`config.mk`:
```
export PLATFORM = sky130hd
export DESIGN_NAME = catrom_ctrl
export DESIGN_NICKNAME = d
export VERILOG_FILES = /design/src/sv/catrom_pkg.sv /design/src/sv/catrom_ctrl.sv
export SDC_FILE = /design/constraint.sdc
export NUM_CORES = 1
export LEC_CHECK = 0
export BUFFER_PORTS_ARGS = -buffer_cell sky130_fd_sc_hd__buf_2
export CAP_MARGIN = 25
export CORE_AREA = 4 4 41 43
export DETAILED_ROUTE_END_ITERATION = 8
export DIE_AREA = 0 0 45 47
export GPL_ROUTABILITY_DRIVEN = 0
export SETUP_SLACK_MARGIN = 0.5
export SLEW_MARGIN = 20
export SYNTH_ARGS = -nofsm -noshare
export SYNTH_HDL_FRONTEND = slang
export SYNTH_SLANG_ARGS = --single-unit
```
`constraint.sdc`:
```
create_clock -name clk -period 2.4 [get_ports clk]
set_input_delay 0.24 -clock clk [delete_from_list [all_inputs] [get_ports clk]]
set_output_delay 0.24 -clock clk [all_outputs]
set_load 0.02 [all_outputs]
```
`src/sv/catrom_pkg.sv`:
```
`default_nettype none
package catrom_pkg;

	localparam int DEF_MAX_KEYS   = 64;
	localparam int DEF_MAX_DIM    = 4;
	localparam int DEF_VALUE_BITS = 16;

	localparam int TIME_BITS      = 16;
	localparam int KEY_INDEX_BITS = 6;
	localparam int KEY_COUNT_BITS = 7;
	localparam int DIM_BITS       = 3;
	localparam int CFG_INDEX_BITS = 4;
	localparam int CFG_DATA_BITS  = 7;
	localparam int OUT_LANES      = 4;

	// h is Q0.16; weights are Q16 signed
	localparam int FRAC_BITS   = 16;
	localparam int WEIGHT_BITS = 20;
	localparam int POLY_BITS   = 56;

	localparam logic [CFG_INDEX_BITS-1:0] REG_KEY_COUNT = 4'd0;
	localparam logic [CFG_INDEX_BITS-1:0] REG_DIMENSION = 4'd1;

	typedef enum logic [3:0] {
		OP_NONE,
		OP_CAPTURE,
		OP_K_INC,
		OP_LATCH_T1,
		OP_DIV_INIT,
		OP_DIV_STEP,
		OP_H2,
		OP_H3,
		OP_WEIGHT,
		OP_MUL,
		OP_ACC,
		OP_OUT_KEY,
		OP_OUT_INTERP
	} op_t;

	typedef struct packed {
		op_t  op;
		logic set_clamp;
		logic rd_prev;   // time read at k-1 instead of k
		logic rd_kn;     // value read at clamped neighbor instead of k
	} cmd_t;

	typedef struct packed {
		logic t_lt;
		logic t_eq;
		logic k_last;
		logic k_zero;
		logic div_last;
		logic w_last;
		logic out_free;
	} sts_t;

	// Catmull-Rom basis, row = neighbor (k-2..k+1), col = power h^3..h^0
	function automatic logic signed [3:0] basis_coef(input logic [1:0] row,
		input logic [1:0] col);
		logic signed [3:0] c;
		c = 4'sd0;
		unique case ({row, col})
			4'h0: c = -4'sd1;
			4'h1: c = 4'sd2;
			4'h2: c = -4'sd1;
			4'h3: c = 4'sd0;
			4'h4: c = 4'sd3;
			4'h5: c = -4'sd5;
			4'h6: c = 4'sd0;
			4'h7: c = 4'sd2;
			4'h8: c = -4'sd3;
			4'h9: c = 4'sd4;
			4'hA: c = 4'sd1;
			4'hB: c = 4'sd0;
			4'hC: c = 4'sd1;
			4'hD: c = -4'sd1;
			4'hE: c = 4'sd0;
			4'hF: c = 4'sd0;
			default: c = 4'sd0;
		endcase
		return c;
	endfunction

endpackage
`default_nettype wire

```
`src/sv/catrom_ctrl.sv`:
```
`default_nettype none
module catrom_ctrl (
	input  wire logic              clk,
	input  wire logic              arst_n,
	input  wire logic              in_valid,
	input  wire logic              action,
	input  wire catrom_pkg::sts_t  sts,
	output catrom_pkg::cmd_t       cmd,
	output logic                   busy
);

	typedef enum logic [3:0] {
		S_IDLE,
		S_SRCH_RD,
		S_SRCH_CHK,
		S_T0_RD,
		S_T0_CHK,
		S_DIV,
		S_H2,
		S_H3,
		S_W_RD,
		S_W_MUL,
		S_W_ACC,
		S_KEY_RD,
		S_KEY_OUT,
		S_INT_OUT
	} state_t;

	state_t state_q;
	state_t state_nx;

	always_comb begin
		state_nx      = state_q;
		cmd.op        = catrom_pkg::OP_NONE;
		cmd.set_clamp = 1'b0;
		cmd.rd_prev   = 1'b0;
		cmd.rd_kn     = 1'b0;
		unique case (state_q)
			S_IDLE: begin
				if (in_valid && action) begin
					cmd.op   = catrom_pkg::OP_CAPTURE;
					state_nx = S_SRCH_RD;
				end
			end
			S_SRCH_RD: state_nx = S_SRCH_CHK;
			S_SRCH_CHK: begin
				priority if (sts.t_lt && sts.k_last) begin
					cmd.set_clamp = 1'b1;
					state_nx      = S_KEY_RD;
				end else if (sts.t_lt) begin
					cmd.op   = catrom_pkg::OP_K_INC;
					state_nx = S_SRCH_RD;
				end else if (sts.t_eq) begin
					state_nx = S_KEY_RD;
				end else if (sts.k_zero) begin
					cmd.set_clamp = 1'b1;
					state_nx      = S_KEY_RD;
				end else begin
					cmd.op   = catrom_pkg::OP_LATCH_T1;
					state_nx = S_T0_RD;
				end
			end
			S_T0_RD: begin
				cmd.rd_prev = 1'b1;
				state_nx    = S_T0_CHK;
			end
			S_T0_CHK: begin
				cmd.op   = catrom_pkg::OP_DIV_INIT;
				state_nx = S_DIV;
			end
			S_DIV: begin
				cmd.op = catrom_pkg::OP_DIV_STEP;
				if (sts.div_last) begin
					state_nx = S_H2;
				end
			end
			S_H2: begin
				cmd.op   = catrom_pkg::OP_H2;
				state_nx = S_H3;
			end
			S_H3: begin
				cmd.op   = catrom_pkg::OP_H3;
				state_nx = S_W_RD;
			end
			S_W_RD: begin
				cmd.op    = catrom_pkg::OP_WEIGHT;
				cmd.rd_kn = 1'b1;
				state_nx  = S_W_MUL;
			end
			S_W_MUL: begin
				cmd.op   = catrom_pkg::OP_MUL;
				state_nx = S_W_ACC;
			end
			S_W_ACC: begin
				cmd.op   = catrom_pkg::OP_ACC;
				state_nx = sts.w_last ? S_INT_OUT : S_W_RD;
			end
			S_KEY_RD: state_nx = S_KEY_OUT;
			S_KEY_OUT: begin
				if (sts.out_free) begin
					cmd.op   = catrom_pkg::OP_OUT_KEY;
					state_nx = S_IDLE;
				end
			end
			S_INT_OUT: begin
				if (sts.out_free) begin
					cmd.op   = catrom_pkg::OP_OUT_INTERP;
					state_nx = S_IDLE;
				end
			end
			default: state_nx = S_IDLE;
		endcase
	end

	assign busy = (state_q != S_IDLE);

	always_ff @(posedge clk or negedge arst_n) begin
		if (!arst_n) begin
			state_q <= S_IDLE;
		end else begin
			state_q <= state_nx;
		end
	end

endmodule
`default_nettype wire

```
==> results.sh, run 1 <==
export IMPL_muxShareOfSynthArea_pct=2.632
export IMPL_grt_pass1_vias=459
export IMPL_fillers=153
export IMPL_grt_start_max_net_pins=21
export IMPL_p_clk_share_pct=11.7
export IMPL_internal_power_uw=347.7
export IMPL_cts_sinks=4
export IMPL_ios=19
export IMPL_seq_area_frac_synth_pct=23.39
export IMPL_cap_viol_max_count=0
export IMPL_register_area_um2=102.6
export IMPL_drt_iter0_markers=15
export IMPL_gr_usage_met1_pct=16.67
export IMPL_layout_setup_ws_ns=0.6770
export IMPL_fp_dieH_um=47
export IMPL_synth_top_family_by_area="simple AND/OR/NAND/NOR gates"
export IMPL_required_ns=2.16
export IMPL_synth_compound_gate_area_share_pct=28.07
export IMPL_synthSimpleGateAreaFrac_pct=36.84
export IMPL_switching_share_pct=51.59
export IMPL_vias_per_cell=5.269
export IMPL_fin_skew_ns=0.002428
export IMPL_timing_rr_end="state_q[0]"
export IMPL_antenna_found_initial=0
export IMPL_r2r_cells=4
export IMPL_htree_levels=1
export IMPL_port_buffers=18
export IMPL_r2r_start="state_q[3]"
export IMPL_crit_path_end_kind="primary output"
export IMPL_synth_area_leaders="dfrtp_1, nor2b_1, o311ai_0"
export IMPL_drtAntennaViolNets=0
export IMPL_grtUsageMet2_pct=18.64
export IMPL_clock_latency_ns=0.23
export IMPL_crit_arrival_ns=1.48
export IMPL_drive_above_1_share_pct=33.33
export IMPL_clock_fmax_mhz=580.4
export IMPL_pwr_share_seq_pct=26.3
export IMPL_avgSynthCellArea_um2=7.253
export IMPL_met3_usage_pct=4.215
export IMPL_path_clk_slew_ns=0.04
export IMPL_critPathBufInv=1
export IMPL_ys_types=24
export IMPL_synth_nets=70
export IMPL_cpPeakStageDelay_ns=0.47
export IMPL_synth_largest_area_cell="dfrtp_1"
export IMPL_synthCells=59
export IMPL_top_regs="state_q x4"
export IMPL_multi_input_area_um2=289.0
export IMPL_ys_ff_latch=4
export IMPL_grt_busiest_layer="met2"
export IMPL_via_count=490
export IMPL_rows=13
export IMPL_cts_buffers=3
export IMPL_area_delta_synth_final_pct=28.07
export IMPL_num_antenna_cells=0
export IMPL_yosys_warnings=0
export IMPL_critPathTopFamily="flip-flops"
export IMPL_drt_total_wl_mm=1.137
export IMPL_grt_usage_pct=12.58
export IMPL_regMostFlops="state_q"
export IMPL_coreArea_mm2=0.001301
export IMPL_p_switching_uw=370.4
export IMPL_run_status="complete, no violations"
export IMPL_final_nets=91
export IMPL_tns_ns=0
export IMPL_die_x_um=45
export IMPL_first_pass_iters=4
export IMPL_initial_core_util_pct=32.88
export IMPL_drc=0
export IMPL_routedWlPerCell_um=12.23
export IMPL_leakage_nw=0.2510
export IMPL_largest_reg_flops=4
export IMPL_hpwl_um=793
export IMPL_max_vdd_ir_drop_uv=588.2
export IMPL_slew_viol_final=0
export IMPL_grt_pass1_wl_mm=1.980
export IMPL_synthXorXnorAreaFrac_pct=0
export IMPL_slew_limit_headroom_pct=75.28
export IMPL_tightest_slew_ns=0.3661
export IMPL_grt_ovfl_total=0
export IMPL_r2r_slack_ns=0.94
export IMPL_dp_slack_ns=0.8115
export IMPL_start_kind="flop"
export IMPL_synthAdderAreaFrac_pct=0
export IMPL_synth_top_area_share_pct=23.39
export IMPL_crit_path_top_delay_cell="dfrtp_2"
export IMPL_period_share_pct=71.79
export IMPL_combPwrFrac_pct=62.1
export IMPL_finalHoldViolCount=0
export IMPL_p_total_uw=718.1
export IMPL_die_area_mm2=0.002115
export IMPL_period_needed_ns=1.723
export IMPL_cts_root_buf="clkbuf_4"
export IMPL_rsz0062_at_grt="false"
export IMPL_power_density_mw_per_mm2=1310
export IMPL_tritoncts="yes"
export IMPL_synth_cell_area_um2=427.9
export IMPL_crit_chain="nor2_1 > and3_1 > o21ai_0 > o311ai_0 > buf_2"
export IMPL_clock_path_buffers=2
export IMPL_critical_path_class="reg -> out"
export IMPL_setup_viol=0
export IMPL_utilization_pct=42.12
export IMPL_crit_path_max_fanout=12
export IMPL_hold_path_class="in -> async"
cell type report:
type / count / area share (%)
multi-input combinational: 49 / 52.74
timing repair buffer: 20 / 19.63
sequential: 4 / 18.72
inverter: 2 / 1.370
clock buffer: 3 / 4.110
tap: 15 / 3.425
cell usage after synthesis:
master     instances
nand2_1            6
a2bb2oi_1          1
o21ai_2            1
and2_1             1
buf_4              2
dfrtp_1            4
a22oi_1            2
o211ai_1           1
nor3_1             2
nand3_1            1
a21oi_1            5
nor4_1             1
o311ai_0           4
buf_6              1
nor3b_1            2
nor2b_1            6
nand3b_1           1
inv_1              2
buf_2              1
and3_1             2
mux2_2             1
or3b_1             1
o21ai_0            4
nor2_1             7
worst max-delay path by stage:
stage | to | startpoint | cells past startpoint
after floorplan | cmd[3] | state_q[0] | 4
after global placement | cmd[3] | state_q[3] | 4
after detailed placement | cmd[3] | state_q[3] | 4
after CTS | cmd[3] | state_q[3] | 4
after global routing | cmd[3] | state_q[0] | 5
final | cmd[3] | state_q[0] | 5
metrics by stage:
stage	std cells	hold slack (ns)	instance area (um^2)
after detailed placement	88	0.04815	505.5
after global placement	88	0.04605	505.5
after CTS	92	0.3345	538.0
final	93	0.3379	548.0
after global routing	93	0.3575	548.0
after floorplan	59	-0.05559	427.9
cell usage in the layout (no fill, tap or decap), types with 2 or more instances in the layout:
master    count
a21oi_1       5
a22oi_1       2
and3_1        2
buf_2        18
clkbuf_4      4
dfrtp_1       2
dfrtp_2       2
inv_1         2
nand2_1       6
nor2_1        7
nor2b_1       6
nor3_1        2
nor3b_1       2
o21ai_0       4
o311ai_0      4
repair_timing:
item / 4_1_cts / 5_1_grt
hold buffers: 1 / 0
buffers inserted: 0 / 1
resized for setup: 0 / 2
hold endpoints to repair: 4 / 0
setup endpoints to repair: 0 / 1
power groups by stage:
stage | Clock (mW) | Sequential [mW] | Combinational (mW)
after global routing | 0.0923 | 0.197 | 0.498
after floorplan | 0 | 0.122 | 0.406
after CTS | 0.0861 | 0.199 | 0.414
final | 0.0839 | 0.189 | 0.446
after detailed placement | 0 | 0.197 | 0.409
after global placement | 0 | 0.199 | 0.409
cells by family (layout without fill, tap and decap cells):
kind of cell	count (synthesis)	after routing
compound gates	18	18
buf+inv	6	25
flops	4	4
mux	1	1
simple gates	30	30
routing by layer:
metal	vias to the layer above	routed length, um
li1	251	-
met1	210	530
met2	29	483
met3	0	123
met4	0	0
met5	-	0
No activity file was read; power rests on OpenSTA's default activity.
==> run 2, diff against run 1 <==
Clock period 2.4 ns to 1.55 ns, I/O delays scaled along.
==> results.sh, run 2 (synthesis results as in run 1) <==
export IMPL_critical_path_class="reg -> reg"
export IMPL_clock_fmax_mhz=639.8
export IMPL_grt_busiest_layer="met2"
export IMPL_rows=13
export IMPL_slew_viol_final=0
export IMPL_routedWlPerCell_um=15.19
export IMPL_leakage_nw=0.4173
export IMPL_critPathTopFamily="flip-flops"
export IMPL_area_delta_synth_final_pct=117.3
export IMPL_drtAntennaViolNets=0
export IMPL_multi_input_area_um2=445.4
export IMPL_start_kind="flop"
export IMPL_period_share_pct=100.8
export IMPL_via_count=609
export IMPL_initial_core_util_pct=32.88
export IMPL_crit_path_max_fanout=6
export IMPL_cts_buffers=3
export IMPL_design_area_um2=929.6
export IMPL_slew_limit_headroom_pct=63.82
export IMPL_cap_viol_max_count=0
export IMPL_gr_usage_met1_pct=21.33
export IMPL_met3_usage_pct=3.831
export IMPL_layout_setup_ws_ns=-0.01311
export IMPL_crit_chain="buf_6 > nor3b_4 > o211ai_1 > o21ai_2 > mux2_4"
export IMPL_hpwl_um=968.2
export IMPL_clock_path_buffers=2
export IMPL_grt_pass1_wl_mm=2.642
export IMPL_num_antenna_cells=0
export IMPL_antenna_found_initial=0
export IMPL_fillers=99
export IMPL_port_buffers=18
export IMPL_cts_root_buf="clkbuf_4"
export IMPL_path_clk_slew_ns=0.05
export IMPL_rsz0062_at_grt="true"
export IMPL_top_regs="state_q x4"
export IMPL_drt_total_wl_mm=1.747
export IMPL_die_x_um=45
export IMPL_register_area_um2=105.1
export IMPL_fp_dieH_um=47
export IMPL_coreArea_mm2=0.001301
export IMPL_required_ns=1.67
export IMPL_critPathBufInv=1
export IMPL_hold_path_class="in -> async"
export IMPL_tritoncts="yes"
export IMPL_ios=19
export IMPL_final_cell_mix="buf_4, buf_6, buf_2, nor2_1, dfrtp_2"
export IMPL_crit_arrival_ns=1.68
export IMPL_fin_skew_ns=0.009640
export IMPL_drive_above_1_share_pct=72.00
export IMPL_grtUsageMet2_pct=29.38
export IMPL_largest_reg_flops=4
export IMPL_cpPeakStageDelay_ns=0.46
export IMPL_power_density_mw_per_mm2=2330
export IMPL_first_pass_iters=4
export IMPL_violations="setup timing"
export IMPL_die_area_mm2=0.002115
export IMPL_run_status="finished, violations left"
export IMPL_dp_slack_ns=0.04820
export IMPL_placed_area_um2=640.6
export IMPL_htree_levels=1
export IMPL_drt_iter0_markers=17
export IMPL_crit_path_end_kind="flop"
export IMPL_final_common_cell="buf_4"
export IMPL_grt_start_max_net_pins=9
export IMPL_setup_viol=2
export IMPL_whs_ns=0.2654
export IMPL_cts_sinks=4
export IMPL_vias_per_cell=5.296
export IMPL_period_needed_ns=1.563
export IMPL_max_vdd_ir_drop_uv=1023
export IMPL_tightest_slew_ns=0.5385
export IMPL_final_nets=112
export IMPL_grt_usage_pct=17.27
export IMPL_finalHoldViolCount=0
export IMPL_crit_path_top_delay_cell="dfrtp_2"
export IMPL_grt_ovfl_total=0
export IMPL_clock_latency_ns=0.24
export IMPL_regMostFlops="state_q"
export IMPL_grt_pass1_vias=605
export IMPL_drc=0
run 2: cell count changes in the layout (fill, tap and decap cells not counted), sizes merged:
| cell | delta |
|---|---|
| buf | +22 |
run 2: metal layers:
metal | wire, um | vias up | share of wire (%)
li1 | - | 297 | -
met1 | 771 | 293 | 44
met2 | 899 | 19 | 51
met3 | 76 | 0 | 4.4
met4 | 0 | 0 | 0
met5 | 0 | - | 0
run 2: what timing repair did:
action | in CTS | in global routing
gates resized for setup | 24 | 16
buffers inserted | 10 | 6
pin swaps | 8 | 9
endpoints found under the setup margin | 12 | 12
endpoints found under the hold margin | 4 | 0
hold buffers | 1 | 0
run 2: worst paths after layout:
kind	start	end	slack, ns	cells after the start
max	state_q[0]	state_q[0]	-0.01	5
min	arst_n	state_q[1]	0.27	2
max reg2reg	state_q[0]	state_q[0]	-0.01	5
min reg2reg	state_q[2]	state_q[2]	0.66	2
max in group asynchronous	arst_n	state_q[2]	1.14	2
min in group clk	sts[1]	state_q[2]	0.32	3
run 2: final cells by class:
| cell class | count | share of cell area, % |
|---|---|---|
| inverter | 2 | 0.8075 |
| multi-input combinational | 49 | 47.91 |
| tap | 15 | 2.019 |
| timing repair buffer | 41 | 35.13 |
| sequential | 4 | 11.31 |
| clock buffer | 4 | 2.826 |
run 2: power breakdown:
part	switching (mW)	leakage (nW)	internal, mW	total (mW)
Combinational	0.802	0.358	0.937	1.74
Clock	0.0460	0.0150	0.0968	0.143
Sequential	0.116	0.0443	0.169	0.285
Total	0.963	0.417	1.20	2.17
run 2: metrics by stage:
step	setup TNS, ns	cells	utilization, %	total power [mW]
2_1_floorplan	0	59	-	1.075
3_3_place_gp	0	94	49.23	1.311
3_5_place_dp	0	94	49.23	1.306
4_1_cts	0	109	63.27	1.846
5_1_grt	-0.2065	115	71.44	2.282
6_report	-0.01316	115	71.44	2.166
==> run 3, diff against run 2 <==
Settings changed: ABC_AREA from default to 1.
==> results.sh, run 3 <==
export IMPL_run_status="complete, no violations"
export IMPL_layout_setup_ws_ns=0.04262
export IMPL_die_area_mm2=0.002115
export IMPL_cpPeakStageDelay_ns=0.47
export IMPL_grt_start_max_net_pins=8
export IMPL_initial_core_util_pct=36.25
export IMPL_muxShareOfSynthArea_pct=0
export IMPL_fin_skew_ns=0.003892
export IMPL_drc=0
export IMPL_slew_viol_final=0
export IMPL_max_vdd_ir_drop_uv=886.0
export IMPL_top_regs="state_q x4"
export IMPL_async_flop_share_pct=100.0
export IMPL_synth_top_family_by_area="simple AND/OR/NAND/NOR gates"
export IMPL_area_delta_synth_final_pct=75.33
export IMPL_clock_latency_ns=0.24
export IMPL_hold_path_class="in -> reg"
export IMPL_regMostFlops="state_q"
export IMPL_ys_ff_latch=4
export IMPL_antenna_found_initial=0
export IMPL_synth_area_leaders="dfrtp_1, nand2_1, nor2_1"
export IMPL_grt_usage_pct=16.05
export IMPL_clock_fmax_mhz=663.4
export IMPL_fp_dieH_um=47
export IMPL_synthMostInstantiatedCell="nand2_1"
export IMPL_critPathTopFamily="flip-flops"
export IMPL_drtAntennaViolNets=0
export IMPL_synth_cell_area_um2=471.7
export IMPL_synth_nets=97
export IMPL_synthFlopType="dfrtp_1"
export IMPL_final_nets=129
export IMPL_ys_types=17
export IMPL_cts_sinks=4
export IMPL_utilization_pct=63.56
export IMPL_die_x_um=45
export IMPL_synthAdderAreaFrac_pct=0
export IMPL_synth_edff_count=0
export IMPL_drt_total_wl_mm=1.501
export IMPL_num_antenna_cells=0
export IMPL_hpwl_mm=1.026
export IMPL_required_ns=1.39
export IMPL_first_pass_iters=4
export IMPL_r2r_start="state_q[2]"
export IMPL_period_needed_ns=1.507
export IMPL_crit_path_top_delay_cell="dfrtp_2"
export IMPL_synthSimpleGateAreaFrac_pct=53.85
export IMPL_drt_iter0_markers=19
export IMPL_critical_path_class="reg -> out"
export IMPL_cap_viol_max_count=0
export IMPL_routedWlPerCell_um=11.37
export IMPL_htree_levels=1
export IMPL_tns_ns=0
export IMPL_rsz0062_at_grt="true"
export IMPL_crit_path_end_kind="primary output"
export IMPL_cp_common_cell="buf_6"
export IMPL_final_cell_mix="nand2_1, buf_2, nand3_1, buf_4"
export IMPL_crit_chain="buf_6 > nand2_4 > nor2_1 > nor2_2 > nand3b_1 > buf_6"
export IMPL_yosys_warnings=0
export IMPL_synth_largest_area_cell="dfrtp_1"
export IMPL_coreArea_mm2=0.001301
export IMPL_rows=13
export IMPL_r2r_slack_ns=0.33
export IMPL_fillers=121
export IMPL_port_buffers=18
export IMPL_avgSynthCellArea_um2=5.485
export IMPL_leakage_nw=0.4584
export IMPL_clock_path_buffers=2
export IMPL_start_kind="flop"
export IMPL_synth_top_area_share_pct=21.22
export IMPL_grt_pass1_vias=619
export IMPL_seq_area_frac_synth_pct=21.22
export IMPL_yosys_top_cells_count="nand2_1, nor2_1, inv_1"
export IMPL_path_clk_slew_ns=0.04
export IMPL_grt_ovfl_total=0
export IMPL_cts_buffers=3
export IMPL_synthCells=86
export IMPL_finalHoldViolCount=0
export IMPL_vias_per_cell=4.939
export IMPL_tightest_slew_ns=0.2525
export IMPL_min_from="sts[4]"
export IMPL_power_density_mw_per_mm2=1997
export IMPL_synthXorXnorAreaFrac_pct=0
export IMPL_cts_root_buf="clkbuf_4"
export IMPL_drive_above_1_share_pct=55.56
export IMPL_setup_viol=0
export IMPL_tritoncts="yes"
export IMPL_crit_arrival_ns=1.35
export IMPL_slew_limit_headroom_pct=83.17
export IMPL_critPathBufInv=2
export IMPL_synth_compound_gate_area_share_pct=9.814
export IMPL_setup_worst_path_start="state_q[1]"
export IMPL_final_common_cell="nand2_1"
export IMPL_ios=19
export IMPL_grt_pass1_wl_mm=2.442
export IMPL_dp_slack_ns=0.1587
export IMPL_largest_reg_flops=4
export IMPL_period_share_pct=97.25
export IMPL_via_count=652
export IMPL_crit_path_max_fanout=7
run 3: cells by family (layout without fill, tap and decap cells):
| kind of cell | Yosys count | count (layout) |
|---|---|---|
| simple gates | 58 | 58 |
| buf+inv | 16 | 47 |
| compound gates | 8 | 8 |
| flops | 4 | 4 |
run 3: final timing paths:
| kind | endpoint | cells past startpoint |
|---|---|---|
| max in group asynchronous | state_q[0] | 2 |
| setup / recovery | cmd[6] | 6 |
| min in group asynchronous | state_q[3] | 2 |
| hold reg to reg | state_q[2] | 2 |
| hold / removal | state_q[3] | 3 |
| setup reg to reg | state_q[2] | 8 |
run 3: area by class of cell:
| type | count | area (um^2) | share of cell area, % |
|---|---|---|---|
| sequential | 4 | 105.1 | 12.71 |
| inverter | 14 | 55.05 | 6.657 |
| tap | 15 | 18.77 | 2.269 |
| timing repair buffer | 29 | 222.7 | 26.93 |
| multi-input combinational | 66 | 399.1 | 48.26 |
| clock buffer | 4 | 26.28 | 3.177 |
run 3: routing by layer:
metal	global-route usage (%)	wire (um)
met2	29.10	737
met1	16.40	611
met3	6.513	122
met5	0	0
met4	6.433	29
run 3: per-stage QoR:
step | std cells | power, mW | instance area (um^2) | hold slack, ns
2_1_floorplan | 86 | 0.8861 | 515.5 | -0.1406
3_3_place_gp | 117 | 1.057 | 605.6 | -0.03772
3_5_place_dp | 117 | 1.048 | 605.6 | -0.03569
4_1_cts | 130 | 1.413 | 748.2 | 0.2275
5_1_grt | 132 | 1.776 | 827.0 | 0.2492
6_report | 132 | 1.652 | 827.0 | 0.2220
run 3: what timing repair did:
item | 4_1_cts | 5_1_grt
resized for setup | 18 | 25
hold endpoints to repair | 4 | 0
pin swaps | 8 | 9
buffers inserted | 8 | 2
hold buffers | 1 | 0
endpoints found under the setup margin | 12 | 12
run 3: tightest hold or removal path, cell delays in order:
cell and delay [ns]:
buf_2 0.09, o211ai_1 0.10, nand3_1 0.08
run 3: power breakdown:
| part | internal, mW | switching (mW) |
|---|---|---|
| clock | 0.0971 | 0.0502 |
| combinational | 0.554 | 0.660 |
| sequential | 0.164 | 0.127 |
| total | 0.814 | 0.838 |
